<file path="src/rtl/assert_macros.svh">
// Assertion macros used by the RTL of the front/middle/back queue.
`ifndef ASSERT_MACROS_SVH
`define ASSERT_MACROS_SVH
`ifndef SYNTH
`define FMBQ_ASSERT(lbl, clk, rstn, prop, msg) \
	lbl: assert property (@(posedge clk) disable iff (!(rstn)) (prop)) else $error(msg);
`define FMBQ_NEVER(lbl, clk, rstn, cond, msg) \
	lbl: assert property (@(posedge clk) disable iff (!(rstn)) !(cond)) else $error(msg);
`else
`define FMBQ_ASSERT(lbl, clk, rstn, prop, msg)
`define FMBQ_NEVER(lbl, clk, rstn, cond, msg)
`endif
`endif

</file>
<file path="src/rtl/fmbq_pkg.sv">
// Package of types and constants for the front/middle/back queue.
package fmbq_pkg;

	localparam int CAPACITY = 1024;
	localparam int IDX_W = (CAPACITY > 1) ? $clog2(CAPACITY) : 1;
	localparam int OCC_W = $clog2(CAPACITY + 1);
	localparam int WORD_W = 32;
	localparam int CNT_W = 11;
	localparam int OP_W = 3;
	localparam int GROUP = 32;
	localparam int NGROUP = (CAPACITY + GROUP - 1) / GROUP;

	localparam logic [OP_W-1:0] OP_PUSH_FRONT = 3'd0;
	localparam logic [OP_W-1:0] OP_PUSH_MIDDLE = 3'd1;
	localparam logic [OP_W-1:0] OP_PUSH_BACK = 3'd2;
	localparam logic [OP_W-1:0] OP_POP_FRONT = 3'd3;
	localparam logic [OP_W-1:0] OP_POP_MIDDLE = 3'd4;
	localparam logic [OP_W-1:0] OP_POP_BACK = 3'd5;

	typedef enum logic [1:0] {
		ST_IDLE,
		ST_EXEC,
		ST_FINISH
	} fmbq_state_t;

	// Control broadcast to every cell of the row.
	typedef struct packed {
		logic ins;
		logic rem;
		logic [IDX_W-1:0] pos;
		logic signed [WORD_W-1:0] val;
	} cell_ctrl_t;

endpackage

</file>
<file path="src/rtl/fmbq_cell.sv">
// One storage cell of the queue row, with shift-left, shift-right and load.
module fmbq_cell (
	input logic clk,
	input logic [fmbq_pkg::IDX_W-1:0] idx,
	input fmbq_pkg::cell_ctrl_t ctrl,
	input logic signed [fmbq_pkg::WORD_W-1:0] left_word,
	input logic signed [fmbq_pkg::WORD_W-1:0] right_word,
	output logic signed [fmbq_pkg::WORD_W-1:0] word,
	output logic signed [fmbq_pkg::WORD_W-1:0] tap
);

	logic signed [fmbq_pkg::WORD_W-1:0] data_q;
	logic at_pos;
	logic past_pos;

	assign at_pos = (idx == ctrl.pos);
	assign past_pos = (idx > ctrl.pos);

	// An insert opens a gap at the position; a removal closes it from behind.
	always_ff @(posedge clk) begin
		if (ctrl.ins) begin
			if (at_pos) begin
				data_q <= ctrl.val;
			end else if (past_pos) begin
				data_q <= left_word;
			end
		end else if (ctrl.rem && (at_pos || past_pos)) begin
			data_q <= right_word;
		end
	end

	assign word = data_q;
	assign tap = at_pos ? data_q : '0;

endmodule

</file>
<file path="config.mk">
export PLATFORM = sky130hd
export DESIGN_NAME = fmbq_cell
export DESIGN_NICKNAME = d
export VERILOG_FILES = /design/src/rtl/assert_macros.svh /design/src/rtl/fmbq_pkg.sv /design/src/rtl/fmbq_cell.sv
export SDC_FILE = /design/constraint.sdc
export NUM_CORES = 1
export LEC_CHECK = 0
export BUFFER_PORTS_ARGS = -buffer_cell sky130_fd_sc_hd__buf_2
export CORE_UTILIZATION = 39
export CTS_CLUSTER_DIAMETER = 100
export DETAILED_ROUTE_END_ITERATION = 16
export MAX_ROUTING_LAYER = met4
export PLACE_DENSITY = 0.82
export SYNTH_ARGS = -nofsm -noshare
export SYNTH_HDL_FRONTEND = slang
export SYNTH_SLANG_ARGS = --single-unit
export TNS_END_PERCENT = 100
</file>
<file path="constraint.sdc">
create_clock -name clk -period 2.9 [get_ports clk]
set_clock_uncertainty 0.05 [all_clocks]
set_input_delay 0.145 -clock clk [delete_from_list [all_inputs] [get_ports clk]]
set_output_delay 0.145 -clock clk [all_outputs]
set_load 0.02 [all_outputs]
</file>
Word level (Yosys, flattened, before mapping)
Cells that the tools add are included.
{ "op_classes": {"magnitude_cmp": 1, "eq_ne": 2, "mux": 5, "n_reduce_logical": 4} }
{ "ops": {"columns": ["cell", "n"], "rows": [
  ["$mux W32", 5],
  ["$eq A10 B10 Y1", 1],
  ["$gt A10 B10 Y1", 1],
  ["$ne A3 B1 Y1 const B", 1],
  ["$reduce_and A2 Y1", 1],
  ["$reduce_bool A2 Y1", 1],
  ["$logic_and A1 B1 Y1", 1],
  ["$logic_or A1 B1 Y1", 1]
]} }
{ "totals": {"ff_bits": 32, "input_bits": 119, "out_inout_bits": 64, "word_cells": 13} }

Logic depth before layout (Yosys ltp)
Gate-level depths: netlist of run 1.
{ "depth": {"ltp_word": 5, "depth_mapped": 8, "depth_no_buf": 6} }

Least setup slack after synthesis of run 1
OpenSTA, ideal clock, no wires.
{ "synth_path": {"kind": "input to register", "startpoint": "input ctrl[40] in the netlist's numbering", "endpoint": "register data_q, in the netlist word[0], enable pin", "setup_ns": 0.394, "arrival_time_ns": 1.664, "required_ns": 2.456, "slack_ns": 0.792, "cell_stages": 5, "n_path_buf": 0, "path_cell_list": "inv_1 -> ha_1 -> nand4_2 -> nor3_1 -> o32a_1"} }
{ "synth_via": {"elab_chain_len": 5, "elab_cells_between_ends": 7, "cone_classes": "order compare (1); eq/ne (2); reduce/logical (4)"} }
{ "synth_lines": {"columns": ["item", "line_no", "source"], "rows": [
  ["start, declared", "fmbq_cell.sv:5", "input fmbq_pkg::cell_ctrl_t ctrl,"],
  ["$gt A10 B10 Y1 / $eq A10 B10 Y1 (equally long branches)", "fmbq_cell.sv:17, fmbq_cell.sv:16", null],
  ["$logic_or A1 B1 Y1", "fmbq_cell.sv:27", "end else if (ctrl.rem && (at_pos || past_pos)) begin"],
  ["$logic_and A1 B1 Y1", "fmbq_cell.sv:27", null],
  ["$reduce_bool A2 Y1 (no line)", null, null],
  ["$reduce_and A2 Y1 (no line) (*)", null, null],
  ["end signal, assigned", "fmbq_cell.sv:23", "data_q <= ctrl.val;"],
  ["end signal, assigned", "fmbq_cell.sv:25", "data_q <= left_word;"],
  ["end signal, assigned", "fmbq_cell.sv:28", "data_q <= right_word;"],
  ["end, declared", "fmbq_cell.sv:12", "logic signed [fmbq_pkg::WORD_W-1:0] data_q;"]
]} }
Every way passes the cells marked *; elsewhere a longest branch is shown, timed or not.
A chain may end at the register's enable or synchronous reset.

Final worst setup path of run 1
{ "layout_path": {"startpoint": "input idx[5] in the netlist's numbering", "endpoint": "output tap[22] in the netlist's numbering"} }
{ "layout_via": {"elab_chain_len": 2} }
{ "layout_lines": {"columns": ["item", "line_no", "source"], "rows": [
  ["start, declared", "fmbq_cell.sv:4", "input logic [fmbq_pkg::IDX_W-1:0] idx,"],
  ["$eq A10 B10 Y1", "fmbq_cell.sv:16", "assign at_pos = (idx == ctrl.pos);"],
  ["$mux W32", "fmbq_cell.sv:33", "assign tap = at_pos ? data_q : '0;"],
  ["end, declared", "fmbq_cell.sv:9", "output logic signed [fmbq_pkg::WORD_W-1:0] tap"]
]} }
Every way passes these cells.

==> impl_metrics.tcl, run 1 <==
set metrics [dict create \
    status "finished, final reports clean" \
    cts.sinks 32 \
    vias 2134 \
    nNetsFinal 516 \
    hold_ws_ns 0.142 \
    syn_avg_cell_area_um2 10.2 \
    cts_buffers 5 \
    fin_crit_ns 1.88 \
    grt_pass1_vias 1968 \
    ctsResizeCount 0 \
    grt_pass1_wl_mm 8.67 \
    slew_headroom_pct 50.9 \
    grt_usage_pct 19.4 \
    crit_top_cell "buf_2" \
    critPathKind "in -> out" \
    timing.final.crit_share_pct 64.8 \
    final_max_slew_viol_count 0 \
    antenna_found_initial 0 \
    syn_nets 338 \
    start_kind "input pin" \
    layout-drive-gt1-share_pct 50.5 \
    syn_inst 209 \
    tightest_slew_ns 0.737 \
    cp_max_fo 30 \
    place_inst 450 \
    max_freq_ghz 0.532 \
    diodes 0 \
    crit_chain "buf_2 -> ha_1 -> nand4_2 -> nor3_4 -> buf_4 -> and2_1 -> buf_2" \
    initial_core_util_pct 41.1 \
    drt_wl_total_mm 5.52 \
    first_iter_violations 63 \
    yosysUniqueCellTypes 21 \
    clock_path_buffers 2 \
    required_ns 2.71 \
    fin_cells 458 \
    final-hold-violation-count 0 \
    dp_hpwl_mm 4.46 \
    pwr_density_cell_nw_per_um2 403 \
    cts.reportedPaths.clkPinSlew_ns 0.06 \
    drc 0 \
    slowest_stage "buf_4" \
    viasPerCell 4.66 \
    cts-hold-fix-buffers 0 \
    drt_first_pass_iters 4 \
    netlist_area_um2 2140 \
    cts_tree "done" \
    ys_warn_count 0 \
    drv_cap 0 \
    ctsHtreeMaxLevel 2 \
    place_congestion 0.827 \
    coreArea_um2 5200 \
    die_x_um 76.1 \
    synth_seq_cells 32 \
    crit_path_end_kind "output pin" \
    setup_viol 0 \
    cp.arrival_ns 1.68 \
    peakVddDrop_mv 0.196 \
    postCtsSetupBuffers 0 \
    setup_tns_ns 0 \
    drt-wirelength-per-cell_um 12.1 \
    rows 26 \
    area_growth_syn_to_layout_pct 46.8 \
    ios 183 \
    cpPeakStageDelay_ns 0.37 \
    hold_class "in -> reg" \
    portBuffers 182 \
    ant_nets 0 \
    largest_reg_flops 32 \
    fp.dieH_um 76.1 \
    ys_seq_area_share_pct 44.9 \
    die_area_um2 5790 \
    power.leakage_nw 1.57 \
    grt.overflow.total 0 \
    cts_root_buf "clkbuf_8" \
    grt_max_degree 65 \
    rsz0062_at_grt "no" \
]
[cells by family (layout without fill, tap and decap cells)]
logic type / count (synthesis) / count (layout) / share of synthesized area, %
and+or+nand+nor: 71 / 71 / 17.5
AOI/OAI and AO/OA: 40 / 40 / 9.94
muxes: 32 / 32 / 15.0
DFF: 32 / 32 / 44.9
buffers and inverters: 24 / 203 / 6.84
adders and majority gates: 10 / 10 / 5.84
[per-stage QoR]
stage	total power [W]	utilization, %	instance area, µm²	worst slack (ns)
2_1_floorplan	0.000803	-	2140	0.792
3_3_place_gp	0.000954	58.8	3060	0.875
4_1_cts	0.00129	60.4	3140	1.02
3_5_place_dp	0.000967	58.8	3060	0.817
6_report	0.00127	60.4	3140	1.02
5_1_grt	0.00133	60.4	3140	0.891
[report_power, final]
| group | total [W] | internal, W | switching, W |
|---|---|---|---|
| logic | 0.000335 | 0.000139 | 0.000196 |
| registers | 0.000619 | 0.000591 | 0.0000282 |
| clock network | 0.000312 | 0.000162 | 0.000150 |
[path summary, 6_finish.rpt]
| kind | startpoint | endpoint | cells after the start |
|---|---|---|---|
| setup / recovery | idx[5] | tap[22] | 7 |
| hold / removal | right_word[22] | word[22]$_DFFE_PP_ | 3 |
[worst max-delay path, delay by kind of cell]
kind,cells,cell delay (ns)
buffers and inverters,3,0.65
AND/OR/NAND/NOR,3,0.55
adder cells (fa/ha/maj),1,0.33
[cells in the final DEF, fill, tap and decap left out]
| master | count |
|---|---|
| nand2_1 | 1 |
| nand4_2 | 2 |
| mux2i_1 | 32 |
| a21oi_1 | 35 |
| nor3_1 | 1 |
| buf_2 | 182 |
| a21o_1 | 1 |
| buf_4 | 3 |
| o21bai_1 | 1 |
| nand2b_1 | 1 |
| nor3_4 | 1 |
| a211oi_1 | 1 |
| inv_1 | 10 |
| nand3_1 | 1 |
| and2_1 | 32 |
| nor2_1 | 32 |
| o32a_2 | 1 |
| clkbuf_8 | 5 |
| ha_1 | 10 |
| clkinv_1 | 1 |
| clkinv_2 | 2 |
| o21ai_0 | 1 |
| edfxtp_1 | 32 |
[layer usage]
| metal | track usage, % | wire, µm | vias to the layer above |
|---|---|---|---|
| met4 | 8.85 | 121 | 0 |
| met2 | 37.4 | 2990 | 113 |
| met3 | 3.47 | 357 | 13 |
| met1 | 18.5 | 2050 | 916 |
| li1 | - | - | 1092 |
| met5 | - | 0 | - |
[cells in the mapped netlist]
master    count  area, µm²
a211oi_1      1       7.51
a21o_1        1       7.51
a21oi_1      35        175
and2_1       32        200
buf_12        3       60.1
buf_6         1       11.3
clkbuf_1     10       37.5
edfxtp_1     32        961
ha_1         10        125
inv_1        10       37.5
mux2i_1      32        320
nand2_1       1       3.75
nand2b_1      1       6.26
nand3_1       1       5.00
nand4_2       2       25.0
nor2_1       32        120
nor3_1        1       5.00
nor3_2        1       10.0
o21ai_0       1       5.00
o21bai_1      1       7.51
o32a_1        1       10.0
[area by class of cell]
class                           instances  area (µm²)
Timing Repair Buffer                  185         933
Multi-Input combinational cell        153        1040
Tap cell                               70        87.6
Inverter                               10        37.5
Fill cell                             471        2060
Sequential cell                        32         961
Clock inverter                          3        13.8
Clock buffer                            5        68.8
(Power assumes the default switching activity.)
==> run 2, diff against run 1 <==
--- a/config.mk
+++ b/config.mk
@@ -6,11 +6,11 @@
 export NUM_CORES = 1
 export LEC_CHECK = 0
 export BUFFER_PORTS_ARGS = -buffer_cell sky130_fd_sc_hd__buf_2
-export CORE_UTILIZATION = 39
+export CORE_UTILIZATION = 35
 export CTS_CLUSTER_DIAMETER = 100
 export DETAILED_ROUTE_END_ITERATION = 16
 export MAX_ROUTING_LAYER = met4
-export PLACE_DENSITY = 0.82
+export PLACE_DENSITY = 0.78
 export SYNTH_ARGS = -nofsm -noshare
 export SYNTH_HDL_FRONTEND = slang
 export SYNTH_SLANG_ARGS = --single-unit
==> constraint.sdc (replaced) <==
create_clock -name clk -period 1.5 [get_ports clk]
set_clock_uncertainty 0.05 [all_clocks]
set_input_delay 0.075 -clock clk [delete_from_list [all_inputs] [get_ports clk]]
set_output_delay 0.075 -clock clk [all_outputs]
set_load 0.02 [all_outputs]
==> impl_metrics.tcl, run 2 (synthesized netlist as in run 1, its figures left out) <==
set metrics [dict create \
    status "complete, but fails checks" \
    violations "negative setup slack" \
    fp.dieH_um 80.2 \
    crit_path_end_kind "output pin" \
    drt_wl_total_mm 6.70 \
    initial_core_util_pct 36.2 \
    p_int_w 0.00180 \
    ant_nets 0 \
    clock_path_buffers 2 \
    cts_root_buf "clkbuf_8" \
    cts.reportedPaths.clkPinSlew_ns 0.06 \
    ios 183 \
    antenna_found_initial 0 \
    setup_tns_ns -0.351 \
    swShare_pct 30.0 \
    final_cell_mix "buf_2 (145), buf_6 (38), a21oi_1 (35), nor2_1 (32), edfxtp_1 (32)" \
    tightest_slew_ns 0.258 \
    place_ws_ns -0.292 \
    layout-drive-gt1-share_pct 62.9 \
    power.leakage_nw 1.75 \
    p_comb_share_pct 29.5 \
    coreArea_um2 5920 \
    drv_cap 0 \
    final-hold-violation-count 0 \
    worst_slack_ns -0.0256 \
    drt_first_pass_iters 4 \
    peakVddDrop_mv 0.439 \
    hold_class "in -> reg" \
    final_common_cell "buf_2" \
    first_iter_violations 48 \
    grt_pass1_vias 2071 \
    cts-hold-fix-buffers 0 \
    grt_pass1_wl_mm 9.07 \
    vias 2269 \
    viasPerCell 4.79 \
    rsz0062_at_grt "yes" \
    cts.sinks 32 \
    critPathKind "in -> out" \
    required_ns 1.37 \
    ctsHtreeMaxLevel 2 \
    holdCritStartpoint "right_word[6]" \
    largest_reg_flops 32 \
    seq_power_share_pct 47.0 \
    diodes 0 \
    cts_buffers 5 \
    area_growth_syn_to_layout_pct 81.2 \
    drc 0 \
    setup_viol 23 \
    hold_path_end "word[6]$_DFFE_PP_" \
    rows 28 \
    start_kind "input pin" \
    fin_crit_ns 1.53 \
    slew_headroom_pct 82.8 \
    dp_hpwl_mm 4.44 \
    final_max_slew_viol_count 0 \
    cp.arrival_ns 1.40 \
    timing.final.crit_share_pct 102 \
    place_congestion 0.749 \
    p_sw_w 0.000772 \
    portBuffers 182 \
    die_x_um 80.2 \
    drt-wirelength-per-cell_um 14.1 \
    hold_depth 3 \
    cts_tree "done" \
    grt_max_degree 65 \
    clkPwrFrac_pct 23.6 \
    die_area_um2 6430 \
    pwr_density_cell_nw_per_um2 663 \
    grt.overflow.total 0 \
    cp_max_fo 8 \
    grt_usage_pct 19.2 \
    nNetsFinal 528 \
    max_freq_ghz 0.655 \
]
run 2: layout make-up:
type	count	area, µm²
repair buffers	197	1450
inverters	10	42.5
clock inverters	1	5.00
clock buffers	6	72.6
multi-input cells	153	1250
flip-flops and latches	32	961
fillers	466	2040
well taps	75	93.8
run 2: repair_timing:
item / CTS / global route
setup buffers: 3 / 1
cloned: 3 / 3
setup endpoints to repair: 32 / 51
gates resized for setup: 58 / 49
pin swaps: 5 / 28
run 2: how the worst max path moves through the flow:
stage / startpoint / end / slack, ns / depth (start not counted)
global placement: ctrl[36] / word[30]$_DFFE_PP_ / -0.22 / 8
floorplan: ctrl[35] / word[0]$_DFFE_PP_ / 0.001 / 6
global route: ctrl[37] / tap[23] / -0.10 / 9
CTS: ctrl[39] / tap[20] / -0.02 / 9
detailed placement: ctrl[36] / word[7]$_DFFE_PP_ / -0.29 / 8
finish: idx[3] / tap[23] / -0.03 / 8
run 2: power groups by stage:
stage                     Sequential [W]  Clock (W)  Combinational (W)
after floorplan                  0.00137          0           0.000225
after global placement           0.00121          0           0.000721
after detailed placement         0.00121          0           0.000738
after CTS                        0.00120   0.000630           0.000747
after global routing             0.00122   0.000663           0.000826
final                            0.00121   0.000606           0.000758
run 2: critical path: stages:
cell	delay (ns)
buf_2	0.12
ha_4	0.27
nand4_4	0.11
nor3_4	0.22
buf_6	0.19
clkbuf_16	0.17
and2_4	0.14
buf_6	0.11
run 2: metrics by stage:
stage / power [W] / cell area (µm²) / hold WS, ns / utilization (%) / instances
finish: 0.00257 / 3880 / 0.0582 / 65.5 / 474
global route: 0.00271 / 3880 / 0.0648 / 65.5 / 474
CTS: 0.00258 / 3610 / 0.0520 / 61.0 / 470
detailed placement: 0.00195 / 3270 / 0.346 / 55.2 / 457
global placement: 0.00193 / 3270 / 0.335 / 55.2 / 457
floorplan: 0.00159 / 2270 / 0.250 / - / 209
run 2: per-layer routing:
metal  share of wire [%]  vias to the layer above  global-route usage (%)
met2                  56                      109                    38.1
met4                 1.6                        0                    5.89
met1                  35                     1040                    17.8
met3                 7.0                       11                    5.00
met5                   0                        -                       -
li1                    -                     1109                       -
